## config.mk

```make
export PLATFORM = sky130hd
export DESIGN_NAME = top_k_sorted_insert_flat
export DESIGN_NICKNAME = d
export VERILOG_FILES = /design/src/sv/tksi_pkg.sv /design/src/sv/tksi_if.sv /design/src/sv/top_k_sorted_insert.sv /design/src/sv/tksi_ctrl.sv /design/src/sv/tksi_dp.sv /design/src/flat_wrapper.sv
export SDC_FILE = /design/constraint.sdc
export NUM_CORES = 1
export LEC_CHECK = 0
export BUFFER_PORTS_ARGS = -buffer_cell sky130_fd_sc_hd__buf_2
export CAP_MARGIN = 5
export CORE_MARGIN = 2
export CORE_UTILIZATION = 57
export DETAILED_ROUTE_END_ITERATION = 6
export PLACE_DENSITY = 0.74
export REMOVE_ABC_BUFFERS = 1
export SLEW_MARGIN = 25
export SYNTH_ARGS = -nofsm -noshare
export SYNTH_HDL_FRONTEND = slang
export SYNTH_SLANG_ARGS = --single-unit
```

## constraint.sdc

```tcl
create_clock -name clock -period 4.4 [get_ports clock]
set_input_delay 0.88 -clock clock [delete_from_list [all_inputs] [get_ports clock]]
set_output_delay 0.88 -clock clock [all_outputs]
set_load 0.01 [all_outputs]
```

## src/sv/tksi_pkg.sv

```systemverilog
// ----------------------------------------------------------------------------
// Top-K sorted insert: shared package
// Widths, defaults and the command bundle that runs from the controller to
// the datapath.
// ----------------------------------------------------------------------------
package tksi_pkg;

   localparam int SCORE_W      = 16;   // unsigned 12.4 fixed point
   localparam int RANK_W       = 4;    // rank is reported modulo 16
   localparam int K_SLOTS_DEF  = 10;
   localparam int TAG_BITS_DEF = 10;

   // One command bundle per cycle from the controller.
   typedef struct packed {
      logic              insert;    // insert the incoming word into the table
      logic              pop;       // move slot 0 to the result register, shift up
      logic [RANK_W-1:0] rank;      // rank carried by the popped entry
      logic              pop_last;  // popped entry is the final rank of the run
   } tksi_cmd_type;

endpackage

```

## src/sv/tksi_if.sv

```systemverilog
// ----------------------------------------------------------------------------
// Top-K sorted insert: channel interfaces
// Valid/ready channels for the input words and the ranked result words.
// ----------------------------------------------------------------------------
interface tksi_req_if import tksi_pkg::*; #(
   parameter int TAG_BITS = TAG_BITS_DEF
) ();
   logic                valid;
   logic                ready;
   logic [SCORE_W-1:0]  score;
   logic [TAG_BITS-1:0] tag;
   logic                last_item;

   modport source (output valid, output score, output tag, output last_item,
                   input ready);
   modport sink   (input valid, input score, input tag, input last_item,
                   output ready);
endinterface

interface tksi_rsp_if import tksi_pkg::*; #(
   parameter int TAG_BITS = TAG_BITS_DEF
) ();
   logic                valid;
   logic                ready;
   logic [RANK_W-1:0]   rank;
   logic [SCORE_W-1:0]  ranked_score;
   logic [TAG_BITS-1:0] ranked_tag;
   logic                filled;
   logic                last_rank;

   modport source (output valid, output rank, output ranked_score, output ranked_tag,
                   output filled, output last_rank, input ready);
   modport sink   (input valid, input rank, input ranked_score, input ranked_tag,
                   input filled, input last_rank, output ready);
endinterface

```

## src/sv/top_k_sorted_insert.sv

```systemverilog
// Latency: an input word is inserted into the table in the cycle it is accepted.
// Throughput: one input word per cycle while a set is being collected.
// On a word marked last, K_SLOTS result words follow at one per cycle while the
// result channel does not stall; input is held off until the final rank is loaded.
// Reset (synchronous) empties every slot and clears the result valid.
// ----------------------------------------------------------------------------
// Top-K sorted insert: top level
// Keeps the K_SLOTS highest-scoring words of a set in descending order and
// reports them in rank order when the set ends.
// ----------------------------------------------------------------------------
module top_k_sorted_insert import tksi_pkg::*; #(
   parameter int K_SLOTS  = K_SLOTS_DEF,
   parameter int TAG_BITS = TAG_BITS_DEF
) (
   input  logic      clock,
   input  logic      reset,
   tksi_req_if.sink   req_bus,
   tksi_rsp_if.source rsp_bus
);

   // The controller decides each cycle whether the table takes a new word
   // (insert) or hands its head to the result register (pop). The two never
   // happen in the same cycle, since input is closed while the table drains.
   tksi_cmd_type cmd;

   tksi_ctrl #(
      .K_SLOTS (K_SLOTS)
   ) u_ctrl (
      .clock     (clock),
      .reset     (reset),
      .req_valid (req_bus.valid),
      .req_last  (req_bus.last_item),
      .req_ready (req_bus.ready),
      .rsp_ready (rsp_bus.ready),
      .rsp_valid (rsp_bus.valid),
      .cmd       (cmd)
   );

   // The datapath is a row of compare-and-shift cells. Each cell compares the
   // incoming score with its own entry; the first cell that is empty or
   // strictly beaten takes the new word, and all cells below it take their
   // upper neighbor. Equal scores do not beat, so earlier words keep rank.
   // Draining shifts the table up one slot per result, which also leaves the
   // table empty once the final rank has gone out.
   tksi_dp #(
      .K_SLOTS  (K_SLOTS),
      .TAG_BITS (TAG_BITS)
   ) u_dp (
      .clock      (clock),
      .reset      (reset),
      .cmd        (cmd),
      .req_score  (req_bus.score),
      .req_tag    (req_bus.tag),
      .rsp_rank   (rsp_bus.rank),
      .rsp_score  (rsp_bus.ranked_score),
      .rsp_tag    (rsp_bus.ranked_tag),
      .rsp_filled (rsp_bus.filled),
      .rsp_last   (rsp_bus.last_rank)
   );

endmodule

```

## src/sv/tksi_ctrl.sv

```systemverilog
// ----------------------------------------------------------------------------
// Top-K sorted insert: controller
// Accepts words while collecting, then sequences the drain of the table
// into the result register, one rank per cycle unless the result channel stalls.
// ----------------------------------------------------------------------------
module tksi_ctrl import tksi_pkg::*; #(
   parameter int K_SLOTS = K_SLOTS_DEF
) (
   input  logic         clock,
   input  logic         reset,
   input  logic         req_valid,
   input  logic         req_last,
   output logic         req_ready,
   input  logic         rsp_ready,
   output logic         rsp_valid,
   output tksi_cmd_type cmd
);

   localparam int CNT_W = (K_SLOTS > 1) ? $clog2(K_SLOTS) : 1;

   typedef enum logic {
      ST_COLLECT,
      ST_DRAIN
   } state_type;

   state_type        state_ff, state_in;
   logic [CNT_W-1:0] cnt_ff, cnt_in;
   logic             req_ready_ff, req_ready_in;
   logic             rsp_valid_ff, rsp_valid_in;

   logic             accept;
   logic             pop;
   logic             at_last;

   assign accept  = req_valid && req_ready_ff;
   assign pop     = (state_ff == ST_DRAIN) && (!rsp_valid_ff || rsp_ready);
   assign at_last = (cnt_ff == CNT_W'(K_SLOTS - 1));

   always_comb begin
      cmd.insert   = accept;
      cmd.pop      = pop;
      cmd.rank     = RANK_W'(cnt_ff);
      cmd.pop_last = at_last;
   end

   always_comb begin
      state_in     = state_ff;
      cnt_in       = cnt_ff;
      req_ready_in = req_ready_ff;
      unique case (state_ff)
         ST_COLLECT: begin
            if (accept && req_last) begin
               state_in     = ST_DRAIN;
               req_ready_in = 1'b0;
               cnt_in       = '0;
            end
         end
         ST_DRAIN: begin
            if (pop) begin
               if (at_last) begin
                  state_in     = ST_COLLECT;
                  req_ready_in = 1'b1;
                  cnt_in       = '0;
               end else begin
                  cnt_in = cnt_ff + 1'b1;
               end
            end
         end
         default: begin
            state_in     = ST_COLLECT;
            req_ready_in = 1'b1;
            cnt_in       = '0;
         end
      endcase

      if (pop) begin
         rsp_valid_in = 1'b1;
      end else if (rsp_ready) begin
         rsp_valid_in = 1'b0;
      end else begin
         rsp_valid_in = rsp_valid_ff;
      end
   end

   always_ff @(posedge clock) begin
      if (reset) begin
         state_ff     <= ST_COLLECT;
         cnt_ff       <= '0;
         req_ready_ff <= 1'b1;
         rsp_valid_ff <= 1'b0;
      end else begin
         state_ff     <= state_in;
         cnt_ff       <= cnt_in;
         req_ready_ff <= req_ready_in;
         rsp_valid_ff <= rsp_valid_in;
      end
   end

   assign req_ready = req_ready_ff;
   assign rsp_valid = rsp_valid_ff;

endmodule

```

## src/sv/tksi_dp.sv

```systemverilog
// ----------------------------------------------------------------------------
// Top-K sorted insert: datapath
// A row of compare-and-shift cells holding the table in descending order,
// plus the result register that the table drains into.
// ----------------------------------------------------------------------------
module tksi_dp import tksi_pkg::*; #(
   parameter int K_SLOTS  = K_SLOTS_DEF,
   parameter int TAG_BITS = TAG_BITS_DEF
) (
   input  logic                clock,
   input  logic                reset,
   input  tksi_cmd_type        cmd,
   input  logic [SCORE_W-1:0]  req_score,
   input  logic [TAG_BITS-1:0] req_tag,
   output logic [RANK_W-1:0]   rsp_rank,
   output logic [SCORE_W-1:0]  rsp_score,
   output logic [TAG_BITS-1:0] rsp_tag,
   output logic                rsp_filled,
   output logic                rsp_last
);

   logic [SCORE_W-1:0]  score_ff [K_SLOTS];
   logic [SCORE_W-1:0]  score_in [K_SLOTS];
   logic [TAG_BITS-1:0] tag_ff   [K_SLOTS];
   logic [TAG_BITS-1:0] tag_in   [K_SLOTS];
   logic [K_SLOTS-1:0]  valid_ff, valid_in;
   logic [K_SLOTS-1:0]  beat;

   logic [RANK_W-1:0]   out_rank_ff;
   logic [SCORE_W-1:0]  out_score_ff;
   logic [TAG_BITS-1:0] out_tag_ff;
   logic                out_filled_ff;
   logic                out_last_ff;

   // Because the table is sorted and filled from the top, beat is a
   // thermometer code: every slot below the insertion point is beaten too.
   always_comb begin
      for (int i = 0; i < K_SLOTS; i++) begin
         beat[i] = !valid_ff[i] || (req_score > score_ff[i]);
      end
   end

   for (genvar g = 0; g < K_SLOTS; g++) begin : g_cell
      logic              up_beat;
      logic [SCORE_W-1:0]  dn_score;
      logic [TAG_BITS-1:0] dn_tag;
      logic                dn_valid;

      if (g == 0) begin : g_head
         assign up_beat = 1'b0;
      end else begin : g_body
         assign up_beat = beat[g-1];
      end

      if (g == K_SLOTS - 1) begin : g_tail
         assign dn_score = '0;
         assign dn_tag   = '0;
         assign dn_valid = 1'b0;
      end else begin : g_inner
         assign dn_score = score_ff[g+1];
         assign dn_tag   = tag_ff[g+1];
         assign dn_valid = valid_ff[g+1];
      end

      always_comb begin
         score_in[g] = score_ff[g];
         tag_in[g]   = tag_ff[g];
         valid_in[g] = valid_ff[g];
         if (cmd.insert) begin
            if (up_beat) begin
               score_in[g] = score_ff[g-((g > 0) ? 1 : 0)];
               tag_in[g]   = tag_ff[g-((g > 0) ? 1 : 0)];
               valid_in[g] = valid_ff[g-((g > 0) ? 1 : 0)];
            end else if (beat[g]) begin
               score_in[g] = req_score;
               tag_in[g]   = req_tag;
               valid_in[g] = 1'b1;
            end
         end else if (cmd.pop) begin
            score_in[g] = dn_score;
            tag_in[g]   = dn_tag;
            valid_in[g] = dn_valid;
         end
      end
   end

   always_ff @(posedge clock) begin
      if (reset) begin
         valid_ff <= '0;
      end else begin
         valid_ff <= valid_in;
      end
   end

   always_ff @(posedge clock) begin
      for (int i = 0; i < K_SLOTS; i++) begin
         score_ff[i] <= score_in[i];
         tag_ff[i]   <= tag_in[i];
      end
   end

   // Empty slots report zero payload regardless of what the cell holds.
   always_ff @(posedge clock) begin
      if (cmd.pop) begin
         out_rank_ff   <= cmd.rank;
         out_score_ff  <= valid_ff[0] ? score_ff[0] : '0;
         out_tag_ff    <= valid_ff[0] ? tag_ff[0] : '0;
         out_filled_ff <= valid_ff[0];
         out_last_ff   <= cmd.pop_last;
      end
   end

   assign rsp_rank   = out_rank_ff;
   assign rsp_score  = out_score_ff;
   assign rsp_tag    = out_tag_ff;
   assign rsp_filled = out_filled_ff;
   assign rsp_last   = out_last_ff;

endmodule

```

## src/flat_wrapper.sv

```systemverilog
// flat-port wrapper written by rule: the top's interface ports become plain ports
module top_k_sorted_insert_flat import tksi_pkg::*;
#(
   parameter int K_SLOTS  = K_SLOTS_DEF,
   parameter int TAG_BITS = TAG_BITS_DEF
)
  (clock, reset, req_bus_valid, req_bus_score, req_bus_tag, req_bus_last_item, req_bus_ready, rsp_bus_valid, rsp_bus_rank, rsp_bus_ranked_score, rsp_bus_ranked_tag, rsp_bus_filled, rsp_bus_last_rank, rsp_bus_ready);
  tksi_req_if #(.TAG_BITS(TAG_BITS)) req_bus_i ();
  tksi_rsp_if #(.TAG_BITS(TAG_BITS)) rsp_bus_i ();
  input  logic clock;
  input  logic reset;
  input wire logic [$bits(req_bus_i.valid)-1:0] req_bus_valid;
  input wire logic [$bits(req_bus_i.score)-1:0] req_bus_score;
  input wire logic [$bits(req_bus_i.tag)-1:0] req_bus_tag;
  input wire logic [$bits(req_bus_i.last_item)-1:0] req_bus_last_item;
  output wire logic [$bits(req_bus_i.ready)-1:0] req_bus_ready;
  output wire logic [$bits(rsp_bus_i.valid)-1:0] rsp_bus_valid;
  output wire logic [$bits(rsp_bus_i.rank)-1:0] rsp_bus_rank;
  output wire logic [$bits(rsp_bus_i.ranked_score)-1:0] rsp_bus_ranked_score;
  output wire logic [$bits(rsp_bus_i.ranked_tag)-1:0] rsp_bus_ranked_tag;
  output wire logic [$bits(rsp_bus_i.filled)-1:0] rsp_bus_filled;
  output wire logic [$bits(rsp_bus_i.last_rank)-1:0] rsp_bus_last_rank;
  input wire logic [$bits(rsp_bus_i.ready)-1:0] rsp_bus_ready;
  assign req_bus_i.valid = req_bus_valid;
  assign req_bus_i.score = req_bus_score;
  assign req_bus_i.tag = req_bus_tag;
  assign req_bus_i.last_item = req_bus_last_item;
  assign req_bus_ready = req_bus_i.ready;
  assign rsp_bus_valid = rsp_bus_i.valid;
  assign rsp_bus_rank = rsp_bus_i.rank;
  assign rsp_bus_ranked_score = rsp_bus_i.ranked_score;
  assign rsp_bus_ranked_tag = rsp_bus_i.ranked_tag;
  assign rsp_bus_filled = rsp_bus_i.filled;
  assign rsp_bus_last_rank = rsp_bus_i.last_rank;
  assign rsp_bus_i.ready = rsp_bus_ready;
  top_k_sorted_insert #(.K_SLOTS(K_SLOTS), .TAG_BITS(TAG_BITS)) u_core (.clock(clock), .reset(reset), .req_bus(req_bus_i), .rsp_bus(rsp_bus_i));
endmodule
```

==> flow_summary.yaml, run 1 <==
global_routing:
  grt_util_all_layers: 0.326
  first_global_vias: 14200
  grt_pass1_wl_mm: 84.1
  antenna_found_initial: 1
  grt_max_degree: 131
  gr-total-overflow: 0
critical_path:
  path_max_fanout: 18
  criticalPathCategory: "in2reg"
  critPathRequiredTime_ns: 4.77
  arrival_ns: 3.86
  regToRegSetupSlack_ns: 1.07
  cp-end-kind: "register"
  critPathLaunchType: "primary input"
pwr:
  netSwitchingPower_w: 0.00267
  p_comb_frac: 0.212
  switching_share: 0.309
  p_clk_frac: 0.318
  powerDensity_mw_per_mm2: 414
  seq_power_share: 0.471
  p_leak_nw: 8.23
  internal_power_w: 0.00596
  max-vdd-ir-drop_mv: 0.352
timing:
  finalHoldViolations: 0
  rsz0062_at_grt: "false"
  finalSetupViolations: 0
  finalCriticalPeriod_ns: 3.49
  slew_viol_final: 0
  setup_slack_ns: 0.905
  post-route-period-util: 0.794
  skew_ns: 0.0229
  setup_tns_ns: 0
  tightest_slew_ns: 0.792
  relSlewSlack: 0.470
  max_freq_mhz: 286
die:
  die_height_um: 185
  coreArea_mm2: 0.0325
  fp-row-count: 66
  fp.dieArea_mm2: 0.0343
  start_util: 0.577
  die_w_um: 185
  io_pins: 65
synth:
  ys.flop_type: "edfxtp_1"
  synth_edf_count: 292
  synth-seq-area-share: 0.487
  synth-async-reset-ratio: 0
  synth_warnings: 0
  yosys-top-cells-area: "edfxtp_1 47%, ha_1 11%, mux2i_1 8.5%"
  yosys.area.top_type: "edfxtp_1"
  synth-seq-cells: 309
  ys_types: 51
  avgSynthCellArea_um2: 10.1
  synth_area_mm2: 0.0187
  syn_inst: 1844
  synth_top_cell_area_share: 0.469
cts:
  cts_root_buffer: "clkbuf_16"
  clockBufferDepth: 3
  clk_latency_ns: 0.53
  cts_buffers: 35
  postCtsSetupBuffers: 0
  postCtsHoldBufs: 0
  htreeDepth: 2
  cts_tree: "built"
  cts_resized: 0
  clkTransAtPathRegs_ns: 0.06
  clock-sinks: 309
routing:
  num_vias: 14800
  wl_per_cell_um: 23.5
  drt_iter0_drc: 1765
  viasPerCell: 6.30
  ant_nets: 0
  routed_wl_mm: 55.3
  first_pass_iters: 5
  route.detailed.drc: 0
placement:
  portBuffers: 64
  gp_congestion: 0.942
  detailed_place_hpwl_mm: 37.8
  placed_cell_area_mm2: 0.0198
  pre_cts_ws_ns: 0.437
run_status:
  outcome: "completed"
run:
  maxCapViolCount: 0
final_layout:
  n_fill_cell: 2583
  fin_nets: 2072
  layout-drive-gt1-share: 0.111
  synthToLayoutAreaGrowth_pct: 11.4
  final_util: 0.642
  final_area_mm2: 0.0208
min_path:
  hold_path.class: "reg2reg"
routing by layer:
metal	routed length, um	up-vias	track usage
met5	0	-	0
met4	1980	0	0.115
met3	5470	129	0.0574
met2	24900	821	0.516
met1	22900	7090	0.453
li1	-	6752	-
metrics by stage:
step | hold slack (ns) | power (W) | std cells
5_1_grt | 0.528 | 0.00899 | 2347
3_5_place_dp | 0.481 | 0.00589 | 2284
4_1_cts | 0.496 | 0.00861 | 2347
6_report | 0.496 | 0.00863 | 2348
3_3_place_gp | 0.467 | 0.00582 | 2284
2_1_floorplan | 0.440 | 0.00517 | 1723
critical path, cell delays in order:
cell	delay (ns)
buf_2	0.24
ha_1	0.37
nand4_1	0.16
or3_4	0.47
a211o_1	0.30
and3_4	0.18
o21ai_4	0.61
buf_4	0.36
o22ai_1	0.11
a21oi_1	0.14
worst paths after layout:
path                                                   from                          to  depth (start not counted)
worst max-delay path                      req_bus_score[13]  u_core.u_dp.score_ff[1][1]                         10
worst min-delay path                 u_core.u_ctrl.state_ff      u_core.u_ctrl.state_ff                          2
worst max register to register  u_core.u_dp.score_ff[0][14]  u_core.u_dp.score_ff[1][1]                         10
worst min register to register       u_core.u_ctrl.state_ff      u_core.u_ctrl.state_ff                          2
sequential cells by signal, summed over array words and instances (netlist names):
name / flops
u_core.u_dp.rsp_rank: 4
u_core.u_ctrl.req_ready: 1
u_core.u_dp.rsp_tag: 10
u_core.u_dp.valid_ff: 10
u_core.u_dp.rsp_filled: 1
u_core.u_ctrl.rsp_valid: 1
u_core.u_dp.rsp_last: 1
u_core.u_ctrl.cnt_ff: 4
u_core.u_dp.score_ff: 160
u_core.u_dp.rsp_score: 16
u_core.u_ctrl.state_ff: 1
u_core.u_dp.tag_ff: 100
power by group through the flow:
| stage | Combinational, W | Clock, W | Sequential (W) |
|---|---|---|---|
| 6_report | 0.00182 | 0.00274 | 0.00406 |
| 5_1_grt | 0.00202 | 0.00287 | 0.00410 |
| 3_3_place_gp | 0.00172 | 0 | 0.00409 |
| 4_1_cts | 0.00180 | 0.00277 | 0.00405 |
| 2_1_floorplan | 0.00115 | 0 | 0.00402 |
| 3_5_place_dp | 0.00178 | 0 | 0.00410 |
cells in the mapped netlist, types with 5 or more instances:
library cell,number
a21o_1,16
a21oi_1,108
a21oi_2,9
a22o_1,6
a31oi_1,6
and2_1,30
and3_1,9
buf_1,8
buf_2,29
clkbuf_1,77
dfxtp_1,17
edfxtp_1,292
ha_1,162
inv_1,163
mux2i_1,159
nand2_1,251
nand2b_1,6
nand3_1,76
nand4_1,32
nand4b_1,5
nor2_1,93
nor2b_1,7
nor3_1,9
nor4_1,10
o211ai_1,29
o21ai_0,143
o221ai_1,30
o22ai_1,17
o22ai_2,9
cells by family after synthesis:
logic type,share of synthesized area
multiplexers,0.0851
AO/OA/AOI/OAI,0.130
adder cells (fa/ha/maj),0.108
flip-flops,0.487
buffers and inverters,0.0611
AND/OR/NAND/NOR,0.129
placed cells by master (no fill, tap or decap), types with 5 or more instances in the layout:
master / synthesis / final
a21o_1: 16 / 16
a21oi_1: 108 / 105
a21oi_2: 9 / 9
a22o_1: 6 / 6
a31oi_4: 0 / 5
and2_1: 30 / 28
and3_1: 9 / 9
buf_12: 0 / 12
buf_2: 29 / 64
buf_4: 4 / 43
clkbuf_1: 77 / 11
clkbuf_16: 0 / 35
dfxtp_1: 17 / 17
edfxtp_1: 292 / 292
ha_1: 162 / 162
inv_1: 163 / 162
mux2i_1: 159 / 159
nand2_1: 251 / 250
nand2b_1: 6 / 6
nand3_1: 76 / 76
nand4_1: 32 / 32
nand4b_1: 5 / 5
nor2_1: 93 / 93
nor2b_1: 7 / 7
nor3_1: 9 / 9
nor4_1: 10 / 10
o211ai_1: 29 / 29
o21ai_0: 143 / 143
o21ai_4: 1 / 5
o221ai_1: 30 / 30
o22ai_1: 17 / 17
o22ai_2: 9 / 9
final cells by class:
class,count,area [um^2],share of cell area
flip-flops and latches,309,9110,0.437
multi-input cells,1251,8640,0.414
clock buffers,48,945,0.0453
repair buffers,119,883,0.0424
inverters,163,612,0.0294
well taps,442,553,0.0265
clock inverters,15,103,0.00492
diodes,1,2.50,0.000120
(Power assumes the default switching activity.)
==> run 2: changes to the inputs <==
--- a/config.mk
+++ b/config.mk
@@ -5,12 +5,13 @@
 export SDC_FILE = /design/constraint.sdc
 export NUM_CORES = 1
 export LEC_CHECK = 0
+export ABC_AREA = 1
 export BUFFER_PORTS_ARGS = -buffer_cell sky130_fd_sc_hd__buf_2
 export CAP_MARGIN = 5
 export CORE_MARGIN = 2
-export CORE_UTILIZATION = 57
+export CORE_UTILIZATION = 63
 export DETAILED_ROUTE_END_ITERATION = 6
-export PLACE_DENSITY = 0.74
+export PLACE_DENSITY = 0.78
 export REMOVE_ABC_BUFFERS = 1
 export SLEW_MARGIN = 25
 export SYNTH_ARGS = -nofsm -noshare
==> constraint.sdc (replaced) <==
create_clock -name clock -period 3.3 [get_ports clock]
set_input_delay 0.66 -clock clock [delete_from_list [all_inputs] [get_ports clock]]
set_output_delay 0.66 -clock clock [all_outputs]
set_load 0.01 [all_outputs]
==> flow_summary.yaml, run 2 <==
die:
  die_height_um: 177
  io_pins: 65
  fp-row-count: 63
  fp.dieArea_mm2: 0.0312
  die_w_um: 177
  start_util: 0.637
  coreArea_mm2: 0.0295
final_layout:
  fin_nets: 2368
  largest_register_ff_count: 160
  mostFrequentLayoutCell: "nand2_1"
  n_fill_cell: 2293
  synthToLayoutAreaGrowth_pct: 8.69
  layout_common_cells: "406 x nand2_1, 341 x o21ai_0, 292 x inv_1, 292 x edfxtp_1, 223 x a21oi_1"
  layout-drive-gt1-share: 0.0819
  regMostFlops: "u_core.u_dp.score_ff"
  final_util: 0.692
pwr:
  p_comb_frac: 0.244
  internal_power_w: 0.00827
  netSwitchingPower_w: 0.00371
  powerDensity_mw_per_mm2: 587
  switching_share: 0.310
  p_clk_frac: 0.309
  max-vdd-ir-drop_mv: 0.350
  seq_power_share: 0.447
  p_leak_nw: 9.11
synth:
  syn_inst: 2143
  avgSynthCellArea_um2: 8.76
  synth_area_mm2: 0.0188
  synth_warnings: 0
  ys.flop_type: "edfxtp_1"
  synth-async-reset-ratio: 0
  synth_top_cell_area_share: 0.467
  ys_types: 38
  synth_commonest_cells: "407 x nand2_1, 341 x o21ai_0, 292 x edfxtp_1, 292 x inv_1, 223 x a21oi_1"
  yosys.area.top_type: "edfxtp_1"
  synth-seq-area-share: 0.485
  yosys-top-cells-area: "edfxtp_1 47%, ha_1 11%, o21ai_0 9.1%"
  synth.most_common_cell: "nand2_1"
  synth_edf_count: 292
  synth-seq-cells: 309
timing:
  relSlewSlack: 0.371
  finalHoldViolations: 0
  rsz0062_at_grt: "false"
  skew_ns: 0.0210
  post-route-period-util: 0.795
  slew_viol_final: 0
  max_freq_mhz: 381
  finalCriticalPeriod_ns: 2.62
  setup_slack_ns: 0.676
  tightest_slew_ns: 0.944
  finalSetupViolations: 0
cts:
  clock-sinks: 309
  clkTransAtPathRegs_ns: 0.06
  cts_resized: 0
  postCtsSetupBuffers: 0
  clk_latency_ns: 0.52
  cts_root_buffer: "clkbuf_16"
  cts_buffers: 34
  postCtsHoldBufs: 0
  clockBufferDepth: 3
  cts_tree: "built"
  htreeDepth: 2
critical_path:
  arrival_ns: 2.87
  path_max_fanout: 41
  criticalPathCategory: "in2reg"
  critPathLaunchType: "primary input"
  critPathRequiredTime_ns: 3.55
  cp-end-kind: "register"
placement:
  portBuffers: 64
  gp_congestion: 0.884
  pre_cts_ws_ns: 0.228
  detailed_place_hpwl_mm: 30.9
routing:
  ant_nets: 0
  drt_iter0_drc: 1628
  wl_per_cell_um: 16.8
  viasPerCell: 5.78
  route.detailed.drc: 0
  num_vias: 15000
  first_pass_iters: 5
  routed_wl_mm: 43.5
global_routing:
  grt_util_all_layers: 0.283
  grt_max_degree: 211
  first_global_vias: 14200
  gr-total-overflow: 0
  antenna_found_initial: 3
  grt_pass1_wl_mm: 71.2
min_path:
  hold_path.class: "in2reg"
run_status:
  outcome: "completed"
run:
  maxCapViolCount: 0
[run 2: per-stage QoR]
| step | setup TNS [ns] | cell area [um^2] | hold slack (ns) | std cells | total power, W |
|---|---|---|---|---|---|
| 4_1_cts | 0 | 20400 | 0.389 | 2589 | 0.0120 |
| 2_1_floorplan | -2593.34 | 18200 | 0.446 | 2041 | 0.00738 |
| 6_report | 0 | 20400 | 0.396 | 2591 | 0.0120 |
| 3_5_place_dp | 0 | 19300 | 0.481 | 2529 | 0.00828 |
| 5_1_grt | 0 | 20400 | 0.409 | 2591 | 0.0127 |
| 3_3_place_gp | 0 | 19300 | 0.466 | 2529 | 0.00811 |
[run 2: cells by family (layout without fill, tap and decap cells)]
logic type | count (synthesis) | after routing | synth area share
multiplexers | 1 | 1 | 0.000533
buffers and inverters | 397 | 453 | 0.0910
adder cells (fa/ha/maj) | 162 | 162 | 0.108
AO/OA/AOI/OAI | 696 | 696 | 0.191
XOR/XNOR | 1 | 1 | 0.000467
other | 0 | 2 | 0
flip-flops | 309 | 309 | 0.485
AND/OR/NAND/NOR | 577 | 577 | 0.124
[run 2: path summary, 6_finish.rpt]
check                              startpoint                          end  slack [ns]  cells after the start
setup / recovery             req_bus_score[0]  u_core.u_dp.score_ff[6][13]        0.68                     16
hold / removal                          reset      u_core.u_ctrl.rsp_valid        0.40                      2
setup reg to reg  u_core.u_dp.score_ff[5][15]  u_core.u_dp.score_ff[6][13]        0.77                     11
hold reg to reg       u_core.u_ctrl.cnt_ff[2]      u_core.u_dp.rsp_rank[2]        0.50                      0
[run 2: critical path, stage by stage]
cell and delay [ns]:
buf_2 0.14, inv_1 0.37, ha_1 0.22, inv_1 0.04, nand2_1 0.04, nand2_1 0.04, nand2_1 0.05, nand2_1 0.08
nand2_1 0.07, nand2_1 0.04, nand2_1 0.07, nand2_2 0.06, nand2_1 0.07, nand2_2 0.37, o21ai_0 0.37, o21ai_0 0.15
[run 2: layout make-up]
| class | count | area (um^2) | area share |
|---|---|---|---|
| Timing Repair Buffer | 98 | 651 | 0.0319 |
| Antenna cell | 2 | 5.00 | 0.000245 |
| Inverter | 295 | 1110 | 0.0546 |
| Clock inverter | 16 | 158 | 0.00773 |
| Tap cell | 390 | 488 | 0.0239 |
| Multi-Input combinational cell | 1437 | 7970 | 0.391 |
| Sequential cell | 309 | 9110 | 0.446 |
| Clock buffer | 44 | 910 | 0.0446 |
[run 2: power groups by stage]
stage,Clock (W),Sequential (W),Combinational (W)
2_1_floorplan,0,0.00539,0.00199
3_3_place_gp,0,0.00540,0.00271
3_5_place_dp,0,0.00543,0.00286
4_1_cts,0.00376,0.00535,0.00288
5_1_grt,0.00390,0.00541,0.00334
6_report,0.00370,0.00536,0.00292
[run 2: routing by layer]
| layer | global-route usage | vias up | part of all wire |
|---|---|---|---|
| met2 | 0.459 | 603 | 0.46 |
| met4 | 0.0837 | 0 | 0.024 |
| met5 | 0 | - | 0 |
| met3 | 0.0365 | 61 | 0.076 |
| met1 | 0.399 | 6890 | 0.44 |
| li1 | - | 7416 | - |
==> run 3: changes to the inputs <==
--- a/config.mk
+++ b/config.mk
@@ -9,9 +9,9 @@
 export BUFFER_PORTS_ARGS = -buffer_cell sky130_fd_sc_hd__buf_2
 export CAP_MARGIN = 5
 export CORE_MARGIN = 2
-export CORE_UTILIZATION = 63
+export CORE_UTILIZATION = 57
 export DETAILED_ROUTE_END_ITERATION = 6
-export PLACE_DENSITY = 0.78
+export PLACE_DENSITY = 0.74
 export REMOVE_ABC_BUFFERS = 1
 export SLEW_MARGIN = 25
 export SYNTH_ARGS = -nofsm -noshare
==> constraint.sdc (replaced) <==
create_clock -name clock -period 2.19 [get_ports clock]
set_input_delay 0.438 -clock clock [delete_from_list [all_inputs] [get_ports clock]]
set_output_delay 0.438 -clock clock [all_outputs]
set_load 0.01 [all_outputs]
==> flow_summary.yaml, run 3 (synthesis gave the netlist of run 2 again) <==
cts:
  clk_latency_ns: 0.53
  htreeDepth: 2
  cts_tree: "built"
  cts_buffers: 37
  cts_root_buffer: "clkbuf_16"
  clockBufferDepth: 3
  clock-sinks: 309
  clkTransAtPathRegs_ns: 0.06
critical_path:
  regToRegStartpoint: "u_core.u_dp.score_ff[7][7]"
  max_stage_delay_ns: 0.36
  r2r_end: "u_core.u_dp.score_ff[8][11]"
  critPathSlowestCell: "edfxtp_1"
  path_max_fanout: 6
  cp-end-kind: "register"
  regToRegSetupSlack_ns: -0.34
  critPathMostFrequentCell: "nand2_1"
  critPathRequiredTime_ns: 2.45
  critPathLaunchType: "register"
  criticalPathCategory: "reg2reg"
  crit_chain: "inv_2, ha_1, nand2_1, nor2_2, nand2_1, nand2_1, nand2_2, nand2_4, nand2_4, nand2_8, clkbuf_16, a21oi_1, o21ai_0, o21ai_0"
  ff2ff_path_depth: 14
  arrival_ns: 2.79
  cp_top_family: "simple AND/OR/NAND/NOR gates"
  cp_num_buf_inv: 2
routing:
  drt_iter0_drc: 2331
  route.detailed.drc: 1
  wl_per_cell_um: 21.0
  routed_wl_mm: 59.4
  first_pass_iters: 7
  num_vias: 17400
  viasPerCell: 6.17
  ant_nets: 0
pwr:
  powerDensity_mw_per_mm2: 857
  max-vdd-ir-drop_mv: 0.574
  p_leak_nw: 10.6
  finalPower_w: 0.0211
global_routing:
  first_global_vias: 14600
  grt_util_all_layers: 0.263
  antenna_found_initial: 0
  gr-total-overflow: 0
  grt_max_degree: 75
  grt_pass1_wl_mm: 72.8
timing:
  hold_slack_ns: 0.192
  finalHoldViolations: 0
  setup_slack_ns: -0.339
  post-route-period-util: 1.15
  setup_tns_ns: -38.43
  tightest_slew_ns: 0.600
  finalCriticalPeriod_ns: 2.53
  relSlewSlack: 0.600
  rsz0062_at_grt: "true"
  finalSetupViolations: 418
  slew_viol_final: 0
  skew_ns: 0.0239
  max_freq_mhz: 395
die:
  start_util: 0.579
  die_w_um: 185
  io_pins: 65
  fp.dieArea_mm2: 0.0344
  die_height_um: 185
  fp-row-count: 66
  coreArea_mm2: 0.0325
final_layout:
  largest_register_ff_count: 160
  diodes: 0
  mostFrequentLayoutCell: "nand2_1"
  layout-drive-gt1-share: 0.277
  n_fill_cell: 1953
  synthToLayoutAreaGrowth_pct: 31.0
  fin_nets: 2550
  layout_common_cells: "354 x nand2_1, 292 x edfxtp_1, 268 x o21ai_1, 231 x inv_1, 152 x a21oi_1"
  regMostFlops: "u_core.u_dp.score_ff"
  final_util: 0.758
min_path:
  hold_path.class: "in2reg"
  min-delay-start: "reset"
  hold-path-endpoint: "u_core.u_ctrl.cnt_ff[1]"
  min_path_cells: 2
placement:
  portBuffers: 64
  detailed_place_hpwl_mm: 32.4
  gp_congestion: 0.882
run:
  maxCapViolCount: 0
run_status:
  outcome: "finished, violations left"
  violations: "DRC, setup timing"
==> run 3: cell types whose count changed in the layout (fill, tap and decap cells not counted), sizes merged <==
cell      previous run  this run
clkinv              10        13
clkinvlp             2         1
diode                2         0
clkbuf              44        91
buf                 98       235
nand2              421       422
bufinv               3         2
inv                296       295
==> run 3: worst max-delay path by stage <==
| stage | from | end | slack, ns | cells after the start |
|---|---|---|---|---|
| after floorplan | req_bus_valid | u_core.u_dp.score_ff[1][0] | -6.89 | 4 |
| after CTS | u_core.u_dp.score_ff[6][3] | u_core.u_dp.score_ff[7][14] | -0.004 | 15 |
| after global placement | req_bus_score[3] | u_core.u_dp.score_ff[1][9] | -0.44 | 15 |
| final | u_core.u_dp.score_ff[7][7] | u_core.u_dp.score_ff[8][11] | -0.34 | 14 |
| after detailed placement | req_bus_score[3] | u_core.u_dp.tag_ff[1][8] | -0.50 | 15 |
| after global routing | u_core.u_dp.score_ff[7][7] | u_core.u_dp.score_ff[8][11] | -0.38 | 14 |
==> run 3: metrics by stage <==
stage	instance area (um^2)	instances	setup WS, ns
2_1_floorplan	18200	2041	-6.89
3_3_place_gp	20100	2639	-0.436
3_5_place_dp	20100	2639	-0.495
4_1_cts	21400	2709	-0.00384
5_1_grt	24600	2826	-0.377
6_report	24600	2826	-0.339
==> run 3: area by class of cell <==
cell class	count	area, um^2	area share
clock inverters	16	125	0.00509
inverters	295	1130	0.0460
repair buffers	276	3100	0.126
clock buffers	50	1020	0.0414
flip-flops and latches	309	9110	0.370
well taps	442	553	0.0225
multi-input cells	1438	9560	0.389
==> run 3: per-layer routing <==
layer	vias to the layer above	global-route usage	share of wire
met5	-	0	0
met4	0	0.0895	0.067
met3	307	0.0292	0.085
met2	1221	0.427	0.48
met1	8098	0.370	0.37
li1	7823	-	-
==> run 3: report_power, final <==
group          internal, W  leakage, nW  switching, W
combinational      0.00284         7.02       0.00411
clock              0.00349        0.561       0.00246
sequential         0.00773         3.02      0.000467
total               0.0141         10.6       0.00704
==> run 3: timing repair <==
action,in CTS,in global routing
endpoints found under the setup margin,239,497
cloned,3,54
setup buffers,1,64
hold buffers,0,0
pin swaps,4,67
resized for setup,48,560
